File: src/sv/gfbp_pkg.sv
// Shared constants, types and the gray-to-plane lookup for the gray FRC bit-plane packer.
// Has no dependencies. Every other file of the block uses it.
package gfbp_pkg;

	localparam int PAGE_COUNT  = 5;
	localparam int PAGE_W      = 3;
	localparam int GRAY_W      = 4;
	localparam int OVL_W       = 3;
	localparam int ROW_PIXELS  = 8;
	localparam int LANE_COUNT  = 2 * ROW_PIXELS;
	localparam int IN_DATA_W   = 2 * ROW_PIXELS * GRAY_W + 2 * ROW_PIXELS * OVL_W;
	localparam int OUT_DATA_W  = 32;

	localparam logic [PAGE_W-1:0] PAGE_LAST = PAGE_W'(PAGE_COUNT - 1);
	localparam logic [PAGE_W-1:0] PAGE_FIRST = '0;

	typedef logic [1:0] planes_t;
	typedef logic [PAGE_W-1:0] page_t;
	typedef logic [GRAY_W-1:0] gray_t;
	typedef logic [OVL_W-1:0] ovl_t;

	// Each entry holds {plane1, plane0} for one gray level on one frame page.
	localparam planes_t FRC_TABLE [PAGE_COUNT][16] = '{
		'{2'b00, 2'b10, 2'b00, 2'b10, 2'b10, 2'b10, 2'b01, 2'b10,
		  2'b01, 2'b01, 2'b01, 2'b11, 2'b01, 2'b11, 2'b11, 2'b11},
		'{2'b00, 2'b00, 2'b10, 2'b00, 2'b10, 2'b10, 2'b10, 2'b01,
		  2'b10, 2'b01, 2'b01, 2'b01, 2'b11, 2'b01, 2'b11, 2'b11},
		'{2'b00, 2'b00, 2'b00, 2'b10, 2'b10, 2'b10, 2'b10, 2'b10,
		  2'b01, 2'b01, 2'b01, 2'b01, 2'b01, 2'b11, 2'b11, 2'b11},
		'{2'b00, 2'b00, 2'b10, 2'b00, 2'b10, 2'b10, 2'b10, 2'b01,
		  2'b10, 2'b01, 2'b01, 2'b01, 2'b11, 2'b01, 2'b11, 2'b11},
		'{2'b00, 2'b00, 2'b00, 2'b10, 2'b00, 2'b10, 2'b10, 2'b10,
		  2'b01, 2'b10, 2'b01, 2'b01, 2'b01, 2'b11, 2'b01, 2'b11}
	};

endpackage

File: src/sv/gfbp_lane.sv
// One pixel lane: overlay merge followed by the frame-page table lookup.
// Depends on gfbp_pkg for widths, types and the lookup table.
module gfbp_lane (
	input  gfbp_pkg::gray_t   gray,
	input  gfbp_pkg::ovl_t    overlay,
	input  logic              overlay_enable,
	input  gfbp_pkg::page_t   page,
	output gfbp_pkg::planes_t planes
);

	gfbp_pkg::gray_t level;

	always_comb begin
		level = gray;
		if (overlay_enable && !overlay[2]) begin
			level = {overlay[1:0], overlay[1:0]};
		end
	end

	assign planes = gfbp_pkg::FRC_TABLE[page][level];

endmodule

File: src/sv/gfbp_merge.sv
// Merging stage: packs the sixteen lane results into one LCD word and holds it in the output register.
// Depends on gfbp_pkg for widths and types.
module gfbp_merge (
	input  logic                              clk,
	input  logic                              arst_n,
	input  logic                              in_valid,
	output logic                              in_ready,
	input  gfbp_pkg::planes_t                 lane_planes [gfbp_pkg::LANE_COUNT],
	input  gfbp_pkg::page_t                   page,
	output logic                              out_valid,
	input  logic                              out_ready,
	output logic [gfbp_pkg::OUT_DATA_W-1:0]   out_word,
	output gfbp_pkg::page_t                   out_page
);

	localparam int RP = gfbp_pkg::ROW_PIXELS;

	logic [gfbp_pkg::OUT_DATA_W-1:0] word;
	logic                            valid_q;
	logic [gfbp_pkg::OUT_DATA_W-1:0] word_q;
	gfbp_pkg::page_t                 page_q;
	logic                            load;

	always_comb begin
		for (int i = 0; i < RP; i++) begin
			word[i]          = lane_planes[i][0];
			word[RP + i]     = lane_planes[i][1];
			word[2 * RP + i] = lane_planes[RP + i][0];
			word[3 * RP + i] = lane_planes[RP + i][1];
		end
	end

	assign in_ready = !valid_q || out_ready;
	assign load     = in_valid && in_ready;

	always_ff @(posedge clk or negedge arst_n) begin
		if (!arst_n) begin
			valid_q <= 1'b0;
		end else if (in_ready) begin
			valid_q <= in_valid;
		end
	end

	always_ff @(posedge clk) begin
		if (load) begin
			word_q <= word;
			page_q <= page;
		end
	end

	assign out_valid = valid_q;
	assign out_word  = word_q;
	assign out_page  = page_q;

endmodule

File: src/sv/gray_frc_bitplane_packer.sv
// Top level of the gray FRC bit-plane packer: sixteen pixel lanes, the merging stage and the page counter.
// Depends on gfbp_pkg, gfbp_lane and gfbp_merge.
//
// Channel   Direction  Signals                        Contents
// s_axis    in         tvalid tready tdata tlast      two rows of 8 pixels with overlays, frame end
// m_axis    out        tvalid tready tdata tuser      packed LCD word, frame page used
// cfg       in         cfg_wr_en cfg_wr_data          overlay enable register
//
// Every transaction passes through the combinational lanes and is captured in the output register when accepted.
// A new transaction is accepted each cycle while the output register is empty or being drained.
// A stall on m_axis holds the output word and blocks s_axis only while the register is full.
// Reset clears the frame page to zero, the overlay enable and the output valid flag.
module gray_frc_bitplane_packer (
	input  logic                                clk,
	input  logic                                arst_n,
	input  logic                                s_axis_tvalid,
	output logic                                s_axis_tready,
	// Fields from bit 0: upper_row_pixels, lower_row_pixels, upper_row_overlay, lower_row_overlay.
	input  logic [gfbp_pkg::IN_DATA_W-1:0]      s_axis_tdata,
	input  logic                                s_axis_tlast,
	output logic                                m_axis_tvalid,
	input  logic                                m_axis_tready,
	// Fields from bit 0: lcd_word.
	output logic [gfbp_pkg::OUT_DATA_W-1:0]     m_axis_tdata,
	// Fields from bit 0: page_used.
	output logic [gfbp_pkg::PAGE_W-1:0]         m_axis_tuser,
	input  logic                                cfg_wr_en,
	input  logic                                cfg_wr_data
);

	localparam int RP  = gfbp_pkg::ROW_PIXELS;
	localparam int GW  = gfbp_pkg::GRAY_W;
	localparam int OW  = gfbp_pkg::OVL_W;
	localparam int LO_PIX_LSB = RP * GW;
	localparam int UP_OVL_LSB = 2 * RP * GW;
	localparam int LO_OVL_LSB = 2 * RP * GW + RP * OW;

	logic              overlay_enable_q;
	gfbp_pkg::page_t   page_q;
	gfbp_pkg::planes_t lane_planes [gfbp_pkg::LANE_COUNT];
	logic              s_accept;

	always_ff @(posedge clk or negedge arst_n) begin
		if (!arst_n) begin
			overlay_enable_q <= 1'b0;
		end else if (cfg_wr_en) begin
			overlay_enable_q <= cfg_wr_data;
		end
	end

	assign s_accept = s_axis_tvalid && s_axis_tready;

	always_ff @(posedge clk or negedge arst_n) begin
		if (!arst_n) begin
			page_q <= gfbp_pkg::PAGE_FIRST;
		end else if (s_accept && s_axis_tlast) begin
			if (page_q == gfbp_pkg::PAGE_LAST) begin
				page_q <= gfbp_pkg::PAGE_FIRST;
			end else begin
				page_q <= page_q + 1'b1;
			end
		end
	end

	for (genvar i = 0; i < RP; i++) begin : g_lanes
		gfbp_lane u_upper (
			.gray           (s_axis_tdata[i * GW +: GW]),
			.overlay        (s_axis_tdata[UP_OVL_LSB + i * OW +: OW]),
			.overlay_enable (overlay_enable_q),
			.page           (page_q),
			.planes         (lane_planes[i])
		);
		gfbp_lane u_lower (
			.gray           (s_axis_tdata[LO_PIX_LSB + i * GW +: GW]),
			.overlay        (s_axis_tdata[LO_OVL_LSB + i * OW +: OW]),
			.overlay_enable (overlay_enable_q),
			.page           (page_q),
			.planes         (lane_planes[RP + i])
		);
	end

	gfbp_merge u_merge (
		.clk         (clk),
		.arst_n      (arst_n),
		.in_valid    (s_axis_tvalid),
		.in_ready    (s_axis_tready),
		.lane_planes (lane_planes),
		.page        (page_q),
		.out_valid   (m_axis_tvalid),
		.out_ready   (m_axis_tready),
		.out_word    (m_axis_tdata),
		.out_page    (m_axis_tuser)
	);

	a_page_in_range: assert property (@(posedge clk) disable iff (!arst_n)
		page_q <= gfbp_pkg::PAGE_LAST)
		else $error("frame page left its range");

	a_page_wraps: assert property (@(posedge clk) disable iff (!arst_n)
		(s_accept && s_axis_tlast && page_q == gfbp_pkg::PAGE_LAST)
		|=> page_q == gfbp_pkg::PAGE_FIRST)
		else $error("frame page did not wrap after the last page");

	a_page_reported: assert property (@(posedge clk) disable iff (!arst_n)
		s_accept |=> (m_axis_tvalid && m_axis_tuser == $past(page_q)))
		else $error("reported page differs from the page used at acceptance");

endmodule

File: config.mk
export PLATFORM = sky130hd
export DESIGN_NAME = gray_frc_bitplane_packer
export DESIGN_NICKNAME = d
export VERILOG_FILES = /design/src/sv/gfbp_pkg.sv /design/src/sv/gfbp_lane.sv /design/src/sv/gfbp_merge.sv /design/src/sv/gray_frc_bitplane_packer.sv
export SDC_FILE = /design/constraint.sdc
export NUM_CORES = 1
export LEC_CHECK = 0
export ABC_AREA = 1
export BUFFER_PORTS_ARGS = -buffer_cell sky130_fd_sc_hd__buf_4
export CORE_ASPECT_RATIO = 0.9
export CORE_MARGIN = 2
export CORE_UTILIZATION = 48
export DETAILED_ROUTE_END_ITERATION = 10
export HOLD_SLACK_MARGIN = 0.15
export PLACE_DENSITY = 0.79
export SYNTH_ARGS = -nofsm -noshare
export SYNTH_HDL_FRONTEND = slang
export SYNTH_SLANG_ARGS = --single-unit
File: constraint.sdc
create_clock -name clk -period 2.5 [get_ports clk]
set_input_delay 0.25 -clock clk [delete_from_list [all_inputs] [get_ports clk]]
set_output_delay 0.25 -clock clk [all_outputs]
set_load 0.03 [all_outputs]
==> impl_metrics.json, run 1 <==
{
  "outcome": "finished, final reports clean",
  "final_common_cell": "nand2_1",
  "yosys_register_bits": 40,
  "die_y_um": 99.3,
  "ir_worst_vdd_v": 0.000364,
  "insertion_delay_ns": 0.31,
  "io_buffers": 155,
  "path_delay_family": "simple AND/OR/NAND/NOR gates",
  "cts_setup_buffers": 0,
  "nNetsFinal": 1181,
  "drtAntennaViolNets": 0,
  "globalplace.congestion": 0.960,
  "fmax_ghz": 0.482,
  "ff2ff_setup_slack_ns": 0.42,
  "hold-path-endpoint": "u_merge.out_valid",
  "layout-drive-gt1-share_pct": 18.4,
  "met1_length_um": 6130,
  "grt_pass1_vias": 5403,
  "core_area_mm2": 0.00974,
  "overflow": 0,
  "finClkSkew_ns": 0.00698,
  "grt_first_pass_wirelength_um": 22800,
  "crit_path_frequent_cell": "nand2_1",
  "tns_ns": 0,
  "reg2reg_to": "u_merge.out_word[15]",
  "synth_flop_cell": "edfxtp_1",
  "ys_warn_count": 0,
  "worstSetupPathType": "flip-flop to flip-flop",
  "crit_slowest_cell": "dfrtp_2",
  "postSynthCellCount": 909,
  "hpwl_um": 10400,
  "p_leak_nw": 3.83,
  "cap_violations": 0,
  "cts_tree": "yes",
  "synth_area_mm2": 0.00485,
  "p_per_area_mw_per_mm2": 605,
  "syn2layout_area_growth_pct": 29.0,
  "syn_avg_cell_area_um2": 5.33,
  "worst_pin_slew_ns": 0.652,
  "grt.total_usage_pct": 25.3,
  "top_layer": "met4",
  "cp_num_buf_inv": 1,
  "crit_fanout": 36,
  "wl_met2_um": 6120,
  "cts_buffer_depth": 2,
  "max_slew_margin_pct": 56.5,
  "io_pins": 156,
  "drc_errors": 0,
  "cts_resized": 0,
  "period_minus_slack_ns": 2.08,
  "hold_ws_ns": 0.174,
  "synthTopCellsByArea": "nand2_1, edfxtp_1, nand3_1, inv_1, nor2_1",
  "post-synth-top-area-cell": "nand2_1",
  "drt-pass1-iter-count": 4,
  "antennaDiodeCount": 0,
  "mostFrequentLayoutCells": "nand2_1, buf_4, nand3_1",
  "worstPathRequired_ns": 2.57,
  "rows": 34,
  "synth_enable_flop_cells": 35,
  "crit_path_max_incr_delay_ns": 0.80,
  "hp-start": "s_axis_tvalid",
  "antenna_found_initial": 0,
  "cts_made_buffers": 5,
  "wirelength_um": 13400,
  "r2r-start": "overlay_enable_q",
  "fin_crit_sh_pct": 83.0,
  "worstRegToRegCells": 10,
  "path_cells": "buf_12 -> nand2_1 -> nand2_1 -> nand2_1 -> nand2_1 -> nand2_1 -> nor2_1 -> nor2_1 -> nor2_1 -> nand2_1",
  "layout_setup_ws_ns": 0.424,
  "total_power_w": 0.00378,
  "ys_seq_area_share_pct": 24.3,
  "ys_async_sr_fraction_pct": 12.5,
  "path_clk_slew_ns": 0.09,
  "holdPathStages": 3,
  "netlist-cell-type-count": 20,
  "routed_via_density": 4.91,
  "endpoint_kind": "flip-flop",
  "htreeDepth": 2,
  "grt_max_degree": 37,
  "dieArea_mm2": 0.0109,
  "cts_root_buffer": "clkbuf_8",
  "setup_viol": 0,
  "cts_hold_buf": 1,
  "grt_setup_unrepaired": "false",
  "cp_data_arrival_time_ns": 2.15,
  "hold_path.class": "primary input to flip-flop",
  "met3_length_um": 890,
  "initialDrtViolationCount": 251,
  "place_ws_ns": 0.439,
  "routedWlPerCell_um": 11.3,
  "yosys.area.top_type_share_pct": 29.9,
  "finalHoldViolations": 0,
  "clkSinkCount": 40,
  "die_w_um": 110,
  "start_kind": "flip-flop",
  "synth_nets": 1030,
  "vias": 5834,
  "start_util_pct": 49.8,
  "slew_violations": 0
}
## routing by layer
metal  vias to the layer above  global-route usage, %
met4                         0                   8.18
li1                       3109                      -
met3                        24                   3.34
met2                       193                   42.9
met1                      2508                   33.1
met5                         -                      0
## synthesized netlist by cell type (2+ instances only)
| cell type | n |
|---|---|
| nand2_2 | 16 |
| nand2_1 | 386 |
| inv_2 | 4 |
| buf_2 | 9 |
| dfrtp_1 | 5 |
| inv_1 | 146 |
| nand3b_1 | 18 |
| buf_4 | 4 |
| nand3_1 | 156 |
| edfxtp_1 | 35 |
| ha_1 | 2 |
| o21ai_0 | 20 |
| a21oi_1 | 2 |
| nand4_1 | 2 |
| o21ai_1 | 2 |
| buf_6 | 2 |
| nor2_1 | 93 |
| clkbuf_1 | 5 |
## flip-flops by register name, indices dropped and copies added (netlist names)
register	cells
u_merge.out_page	3
u_merge.out_word	32
overlay_enable_q	1
u_merge.out_valid	1
page_q	3
## worst max path at each step
| stage | endpoint | slack (ns) | cells after the start | startpoint |
|---|---|---|---|---|
| finish | u_merge.out_word[15] | 0.42 | 10 | overlay_enable_q |
| global route | u_merge.out_word[11] | 0.15 | 10 | overlay_enable_q |
| CTS | u_merge.out_word[15] | 0.43 | 10 | overlay_enable_q |
| detailed placement | u_merge.out_word[15] | 0.44 | 10 | overlay_enable_q |
| global placement | u_merge.out_word[10] | 0.48 | 10 | overlay_enable_q |
| floorplan | page_q[2] | 0.38 | 5 | u_merge.out_valid |
## logic make-up (layout without fill, tap and decap cells)
family | count (synthesis) | after routing | share of synthesized area, %
muxes | 1 | 1 | 0.232
adders and majority gates | 2 | 2 | 0.516
AOI/OAI and AO/OA | 25 | 25 | 2.66
and+or+nand+nor | 671 | 671 | 58.3
buffers and inverters | 170 | 322 | 14.0
DFF | 40 | 40 | 24.3
## where the power goes
group          internal [W]  switching, W  total (W)
logic              0.000795       0.00155    0.00235
registers          0.000884     0.0000675   0.000952
clock network      0.000221      0.000263   0.000484
total               0.00190       0.00188    0.00378
## worst reg2reg max path, stage by stage, from the launching register on
cell     delay, ns
dfrtp_2       0.80
buf_12        0.24
nand2_1       0.13
nand2_1       0.10
nand2_1       0.10
nand2_1       0.10
nand2_1       0.08
nor2_1        0.08
nor2_1        0.05
nor2_1        0.11
nand2_1       0.06
## stage by stage
step	instances	util, %	area [um^2]
2_1_floorplan	909	-	4850
3_3_place_gp	1178	63.1	6150
3_5_place_dp	1178	63.1	6150
4_1_cts	1187	64.2	6250
5_1_grt	1187	64.2	6250
6_report	1187	64.2	6250
## final cells by class
| cell class | instances | area [um^2] |
|---|---|---|
| well taps | 126 | 158 |
| flip-flops and latches | 40 | 1180 |
| clock inverters | 2 | 10.0 |
| clock buffers | 6 | 82.6 |
| multi-input cells | 699 | 3000 |
| inverters | 150 | 563 |
| repair buffers | 164 | 1260 |
| fillers | 959 | 3490 |
No activity file was read; power rests on OpenSTA's default activity.
==> inputs of run 2 (changes only) <==
--- a/config.mk
+++ b/config.mk
@@ -5,14 +5,14 @@
 export SDC_FILE = /design/constraint.sdc
 export NUM_CORES = 1
 export LEC_CHECK = 0
-export ABC_AREA = 1
+export ABC_AREA = 0
 export BUFFER_PORTS_ARGS = -buffer_cell sky130_fd_sc_hd__buf_4
 export CORE_ASPECT_RATIO = 0.9
 export CORE_MARGIN = 2
-export CORE_UTILIZATION = 48
+export CORE_UTILIZATION = 50
 export DETAILED_ROUTE_END_ITERATION = 10
 export HOLD_SLACK_MARGIN = 0.15
-export PLACE_DENSITY = 0.79
+export PLACE_DENSITY = 0.78
 export SYNTH_ARGS = -nofsm -noshare
 export SYNTH_HDL_FRONTEND = slang
 export SYNTH_SLANG_ARGS = --single-unit
==> constraint.sdc (replaced) <==
create_clock -name clk -period 2.1 [get_ports clk]
set_input_delay 0.21 -clock clk [delete_from_list [all_inputs] [get_ports clk]]
set_output_delay 0.21 -clock clk [all_outputs]
set_load 0.03 [all_outputs]
==> run 2 against run 1 <==
  * Via count down 0.84%
  * Combinational power rose by 36%
  * Worst setup slack worse by 0.39 ns
  * Non-clock buffer count up 40
  * Hold slack got worse by 0.0092 ns
  * Clock skew about the same
  * Sequential power increased by 18%
  * Largest power group unchanged
  * Largest cell class unchanged
  * Design area rose by 9.6%
  * Clock power up 85%
  * Highest routed layer unchanged
==> impl_metrics.json, run 2 <==
{
  "period_minus_slack_ns": 2.06,
  "mostFrequentLayoutCells": "buf_4, mux2i_1, a21oi_1",
  "hold_path.class": "primary input to flip-flop",
  "crit_fanout": 63,
  "drt-pass1-iter-count": 5,
  "ys_seq_area_share_pct": 23.1,
  "routed_via_density": 6.43,
  "yosys.area.top_type_share_pct": 20.7,
  "final_area_mm2": 0.00685,
  "fmax_ghz": 0.485,
  "hpwl_um": 11800,
  "postSynthCellCount": 603,
  "cts_made_buffers": 5,
  "synth_enable_flop_cells": 35,
  "rows": 34,
  "overflow": 0,
  "cts_buffer_depth": 2,
  "worstSetupPathType": "flip-flop to flip-flop",
  "crit_path_max_incr_delay_ns": 0.37,
  "synthTopCellsByArea": "edfxtp_1, mux2i_1, a21o_1, a2111o_1, a21oi_1",
  "p_leak_nw": 3.10,
  "final_common_cell": "buf_4",
  "vias": 5785,
  "wirelength_um": 16000,
  "start_kind": "flip-flop",
  "path_clk_slew_ns": 0.07,
  "nNetsFinal": 894,
  "post-synth-top-area-cell": "edfxtp_1",
  "antenna_found_initial": 0,
  "insertion_delay_ns": 0.29,
  "layout_setup_ws_ns": 0.0371,
  "finalHoldViolations": 0,
  "hold_ws_ns": 0.165,
  "synth.most_common_cell": "mux2i_1",
  "ir_worst_vdd_v": 0.000460,
  "path_cells": "buf_12 -> nand2b_1 -> a21o_1 -> or3_1 -> a21oi_1 -> o221ai_1",
  "outcome": "finished, final reports clean",
  "crit_slowest_cell": "dfrtp_1",
  "syn_avg_cell_area_um2": 8.43,
  "max_slew_margin_pct": 66.3,
  "grt_first_pass_wirelength_um": 25100,
  "setup_viol": 0,
  "ys_async_sr_fraction_pct": 12.5,
  "largest_reg_flops": 32,
  "place_area_mm2": 0.00661,
  "io_pins": 156,
  "finClkSkew_ns": 0.00691,
  "cap_violations": 0,
  "htreeDepth": 2,
  "fin_crit_sh_pct": 98.2,
  "drtAntennaViolNets": 0,
  "io_buffers": 155,
  "initialDrtViolationCount": 270,
  "die_w_um": 110,
  "routedWlPerCell_um": 17.8,
  "synth_flop_cell": "edfxtp_1",
  "grt.total_usage_pct": 28.1,
  "place_ws_ns": 0.0365,
  "grt_max_degree": 64,
  "clkSinkCount": 40,
  "syn2layout_area_growth_pct": 34.8,
  "core_area_mm2": 0.00978,
  "layout-drive-gt1-share_pct": 30.4,
  "p_per_area_mw_per_mm2": 760,
  "grt_setup_unrepaired": "true",
  "start_util_pct": 52.0,
  "tns_ns": 0,
  "worstPathRequired_ns": 2.11,
  "cts_root_buffer": "clkbuf_16",
  "dieArea_mm2": 0.0110,
  "drc_errors": 0,
  "antennaDiodeCount": 0,
  "cp_data_arrival_time_ns": 2.07,
  "netlist_top_cells_count": "mux2i_1, a21oi_1, nor2_1, a21o_1, edfxtp_1",
  "synth_area_mm2": 0.00508,
  "netlist-cell-type-count": 49,
  "slew_violations": 0,
  "grt_pass1_vias": 5509,
  "globalplace.congestion": 0.907,
  "worst_pin_slew_ns": 0.492,
  "ys_warn_count": 0,
  "endpoint_kind": "flip-flop",
  "die_y_um": 99.7,
  "synth_nets": 724,
  "cts_tree": "yes",
  "yosys_register_bits": 40
}
==> run 2: path summary, 6_finish.rpt <==
path	cells after the start	end	start	slack, ns
hold reg to reg	0	u_merge.out_page[1]	page_q[1]	0.53
setup / recovery	6	u_merge.out_word[11]	overlay_enable_q	0.04
max in group asynchronous	2	page_q[2]	arst_n	1.69
min in group asynchronous	2	u_merge.out_valid	arst_n	0.28
setup reg to reg	6	u_merge.out_word[11]	overlay_enable_q	0.04
hold / removal	2	overlay_enable_q	cfg_wr_data	0.16
==> run 2: cell families after synthesis <==
family	Yosys count	synth area share [%]
adder cells (fa/ha/maj)	2	0.492
buffers and inverters	56	5.02
multiplexers	53	10.5
AND/OR/NAND/NOR	214	25.9
XOR/XNOR	4	0.689
AO/OA/AOI/OAI	234	34.4
flip-flops	40	23.1
==> run 2: where the power goes <==
group / internal, W / total [W] / switching, W
Sequential: 0.00106 / 0.00112 / 0.0000640
Clock: 0.000560 / 0.000897 / 0.000336
Combinational: 0.00134 / 0.00320 / 0.00185
Total: 0.00296 / 0.00521 / 0.00225
==> run 2: cell type report <==
class	instances	area, um^2
Multi-Input combinational cell	507	3710
Fill cell	797	2930
Timing Repair Buffer	204	1590
Sequential cell	40	1180
Tap cell	126	158
Clock buffer	6	129
Inverter	15	56.3
Clock inverter	2	35.0
==> run 2: layer usage <==
metal  part of all wire (%)  GRT usage, %  vias up
met2                     49          49.6      220
met5                      0             0        -
met1                     42          34.7     2774
met3                    7.0          4.26       34
li1                       -             -     2757
met4                    2.2          9.23        0
==> run 2: metrics by stage <==
stage          std cells  power [W]  utilization [%]
2_1_floorplan        603    0.00312                -
3_3_place_gp         890    0.00413             67.6
3_5_place_dp         890    0.00425             67.6
4_1_cts              900    0.00514             69.5
5_1_grt              900    0.00551             70.1
6_report             900    0.00521             70.1
==> run 2: worst max-delay path: cells and delay by family (launching register included) <==
kind            cells  cell delay (ns)
compound gates      3             0.61
simple gates        2             0.53
flops               1             0.37
buf+inv             1             0.25
==> run 2: timing repair <==
action / 4_1_cts / 5_1_grt
buffers inserted: 0 / 0
endpoints found under the setup margin: 0 / 19
resized for setup: 0 / 13
endpoints found under the hold margin: 6 / 0
hold buffers: 2 / 0
==> inputs of run 3 (changes only) <==
--- a/config.mk
+++ b/config.mk
@@ -12,7 +12,8 @@
 export CORE_UTILIZATION = 50
 export DETAILED_ROUTE_END_ITERATION = 10
 export HOLD_SLACK_MARGIN = 0.15
-export PLACE_DENSITY = 0.78
+export PLACE_DENSITY = 0.76
 export SYNTH_ARGS = -nofsm -noshare
 export SYNTH_HDL_FRONTEND = slang
+export SYNTH_HIERARCHICAL = 1
 export SYNTH_SLANG_ARGS = --single-unit
==> run 3 against run 2 <==
  * Wire length increased by 0.36%
  * Non-clock buffer count decreased by 35
  * Global-route usage decreased by 5.0 points
  * Synthesized area increased by 23%
  * Flip-flop and latch count unchanged
  * First-iteration DRC count increased by 57%
  * Hold slack improved by 0.013 ns
  * Fmax increased by 5.6%
  * Register-to-register slack improved by 0.11 ns
  * Critical endpoint is now u_merge/out_word[5]
==> impl_metrics.json, run 3 <==
{
  "ys_async_sr_fraction_pct": 12.5,
  "fin_cells": 1000,
  "ys_seq_area_share_pct": 18.9,
  "worstSetupPathType": "flip-flop to flip-flop",
  "synthTopCellsByArea": "edfxtp_1, a21oi_4, mux2i_1, a21o_1, a21oi_1",
  "worst_pin_slew_ns": 0.540,
  "synth_enable_flop_cells": 35,
  "syn2layout_area_growth_pct": 24.2,
  "placedCellCount": 991,
  "routedWlPerCell_um": 16.1,
  "yosys.area.top_type_share_pct": 16.9,
  "grt_max_degree": 70,
  "ys_warn_count": 6,
  "grt_setup_unrepaired": "false",
  "cts_root_buffer": "clkbuf_16",
  "crit_fanout": 16,
  "cts_hold_buf": 1,
  "io_pins": 156,
  "die_w_um": 122,
  "htreeDepth": 2,
  "grt.met2_usage_pct": 43.1,
  "path_clk_slew_ns": 0.06,
  "place_ws_ns": 0.148,
  "routed_via_density": 5.97,
  "slew_violations": 0,
  "antenna_found_initial": 0,
  "grtUsageMet3_pct": 3.06,
  "max_slew_margin_pct": 64.0,
  "cts_made_buffers": 5,
  "syn_avg_cell_area_um2": 9.18,
  "die_y_um": 110,
  "netlist_top_cells_count": "a21oi_1, a21o_1, mux2i_1, nand2_1, nor2_1",
  "setup_viol": 0,
  "fmax_ghz": 0.512,
  "period_minus_slack_ns": 1.95,
  "cts_resized": 0,
  "netlist-cell-type-count": 34,
  "fin_crit_sh_pct": 93.1,
  "finClkSkew_ns": 0.00609,
  "synth_area_mm2": 0.00623,
  "ir_worst_vdd_v": 0.000555,
  "top_usage_layer": "met2",
  "core_area_mm2": 0.0121,
  "wirelength_um": 16100,
  "dieArea_mm2": 0.0134,
  "hpwl_um": 12400,
  "insertion_delay_ns": 0.28,
  "fillers": 1003,
  "outcome": "finished, final reports clean",
  "p_leak_nw": 3.49,
  "layout_setup_ws_ns": 0.146,
  "worstPathRequired_ns": 2.14,
  "cts_setup_buffers": 0,
  "synth.most_common_cell": "a21oi_1",
  "initialDrtViolationCount": 424,
  "cp_data_arrival_time_ns": 1.99,
  "largest_reg_flops": 32,
  "final_common_cell": "buf_4",
  "rows": 38,
  "overflow": 0,
  "grt_first_pass_wirelength_um": 25700,
  "total_power_w": 0.00653,
  "grt.total_usage_pct": 23.1,
  "synth_flop_cell": "edfxtp_1",
  "use_met1_pct": 28.5,
  "drc_errors": 0,
  "mostFrequentLayoutCells": "buf_4, a21oi_1",
  "tns_ns": 0,
  "globalplace.congestion": 0.896,
  "cts_tree": "yes",
  "start_util_pct": 51.4,
  "cap_violations": 0,
  "synth_nets": 800,
  "grt_pass1_vias": 5730,
  "post-synth-top-area-cell": "edfxtp_1",
  "finalHoldViolations": 0,
  "layout-drive-gt1-share_pct": 38.8,
  "nNetsFinal": 960,
  "cts_buffer_depth": 2,
  "p_per_area_mw_per_mm2": 844,
  "final_util_pct": 63.9,
  "yosys_register_bits": 40,
  "drtAntennaViolNets": 0,
  "endpoint_kind": "flip-flop",
  "vias": 5965,
  "io_buffers": 155,
  "clkSinkCount": 40,
  "start_kind": "flip-flop",
  "ff2ff_setup_slack_ns": 0.15,
  "hold_path.class": "primary input to flip-flop",
  "antennaDiodeCount": 0,
  "postSynthCellCount": 679,
  "drt-pass1-iter-count": 5
}
run 3: changes by cell type after synthesis, moves of 17 or more:
cell,change
and3b_2,+32
xor2_1,+32
and3b_1,-27
o22ai_1,-24
a2111o_1,-22
clkbuf_1,-22
nand4_1,-22
nor4bb_1,-22
a21oi_4,+21
inv_1,+19
nand2_1,+18
nand2b_1,-18
nand2b_4,+17
run 3: logic make-up (layout without fill, tap and decap cells):
kind of cell | after synthesis | after routing | share of synthesized area, %
buffers and inverters | 50 | 211 | 4.94
muxes | 67 | 67 | 12.1
AOI/OAI and AO/OA | 276 | 276 | 36.4
adders and majority gates | 2 | 2 | 0.401
xor gates and xnor gates | 32 | 32 | 4.50
DFF | 40 | 40 | 18.9
and+or+nand+nor | 212 | 212 | 22.8
run 3: report_power, final:
| group | internal [W] | total (W) | switching [W] |
|---|---|---|---|
| Clock | 0.000475 | 0.000787 | 0.000312 |
| Combinational | 0.00200 | 0.00456 | 0.00255 |
| Sequential | 0.00110 | 0.00119 | 0.0000888 |
| Total | 0.00358 | 0.00653 | 0.00295 |
run 3: per-stage QoR:
step | hold WS [ns] | cell area (um^2)
floorplan | -0.0856 | 6240
global placement | 0.0253 | 7590
detailed placement | 0.0269 | 7590
CTS | 0.173 | 7740
global route | 0.181 | 7740
finish | 0.177 | 7740
run 3: layer usage:
layer,part of all wire (%),wire length (um),vias to the layer above
li1,-,-,2934
met1,43,6980,2814
met2,50,8080,203
met3,5.3,854,14
met4,0.96,154,0
met5,0,0,-
run 3: critical path, cell delays in order, from the launching register on:
cell	delay [ns]
dfrtp_4	0.51
buf_4	0.22
and3b_2	0.24
a21oi_4	0.19
mux2i_1	0.26
o21ai_2	0.09
a21o_1	0.19
run 3: final timing paths:
| check | end | cells past startpoint | from |
|---|---|---|---|
| worst max-delay path | u_merge/out_word[5] | 6 | overlay_enable_q |
| worst min-delay path | u_merge/out_valid | 2 | s_axis_tvalid |
| worst max register to register | u_merge/out_word[5] | 6 | overlay_enable_q |
| worst min register to register | u_merge/out_valid | 2 | u_merge/out_valid |
| max in group asynchronous | page_q[2] | 2 | arst_n |
| min in group asynchronous | overlay_enable_q | 2 | arst_n |
run 3: layout make-up:
cell class | count | area (um^2) | share of cell area [%]
Multi-Input combinational cell | 589 | 4750 | 61.4
Timing Repair Buffer | 169 | 1330 | 17.2
Sequential cell | 40 | 1180 | 15.3
Tap cell | 160 | 200 | 2.59
Clock buffer | 8 | 146 | 1.89
Inverter | 34 | 128 | 1.65
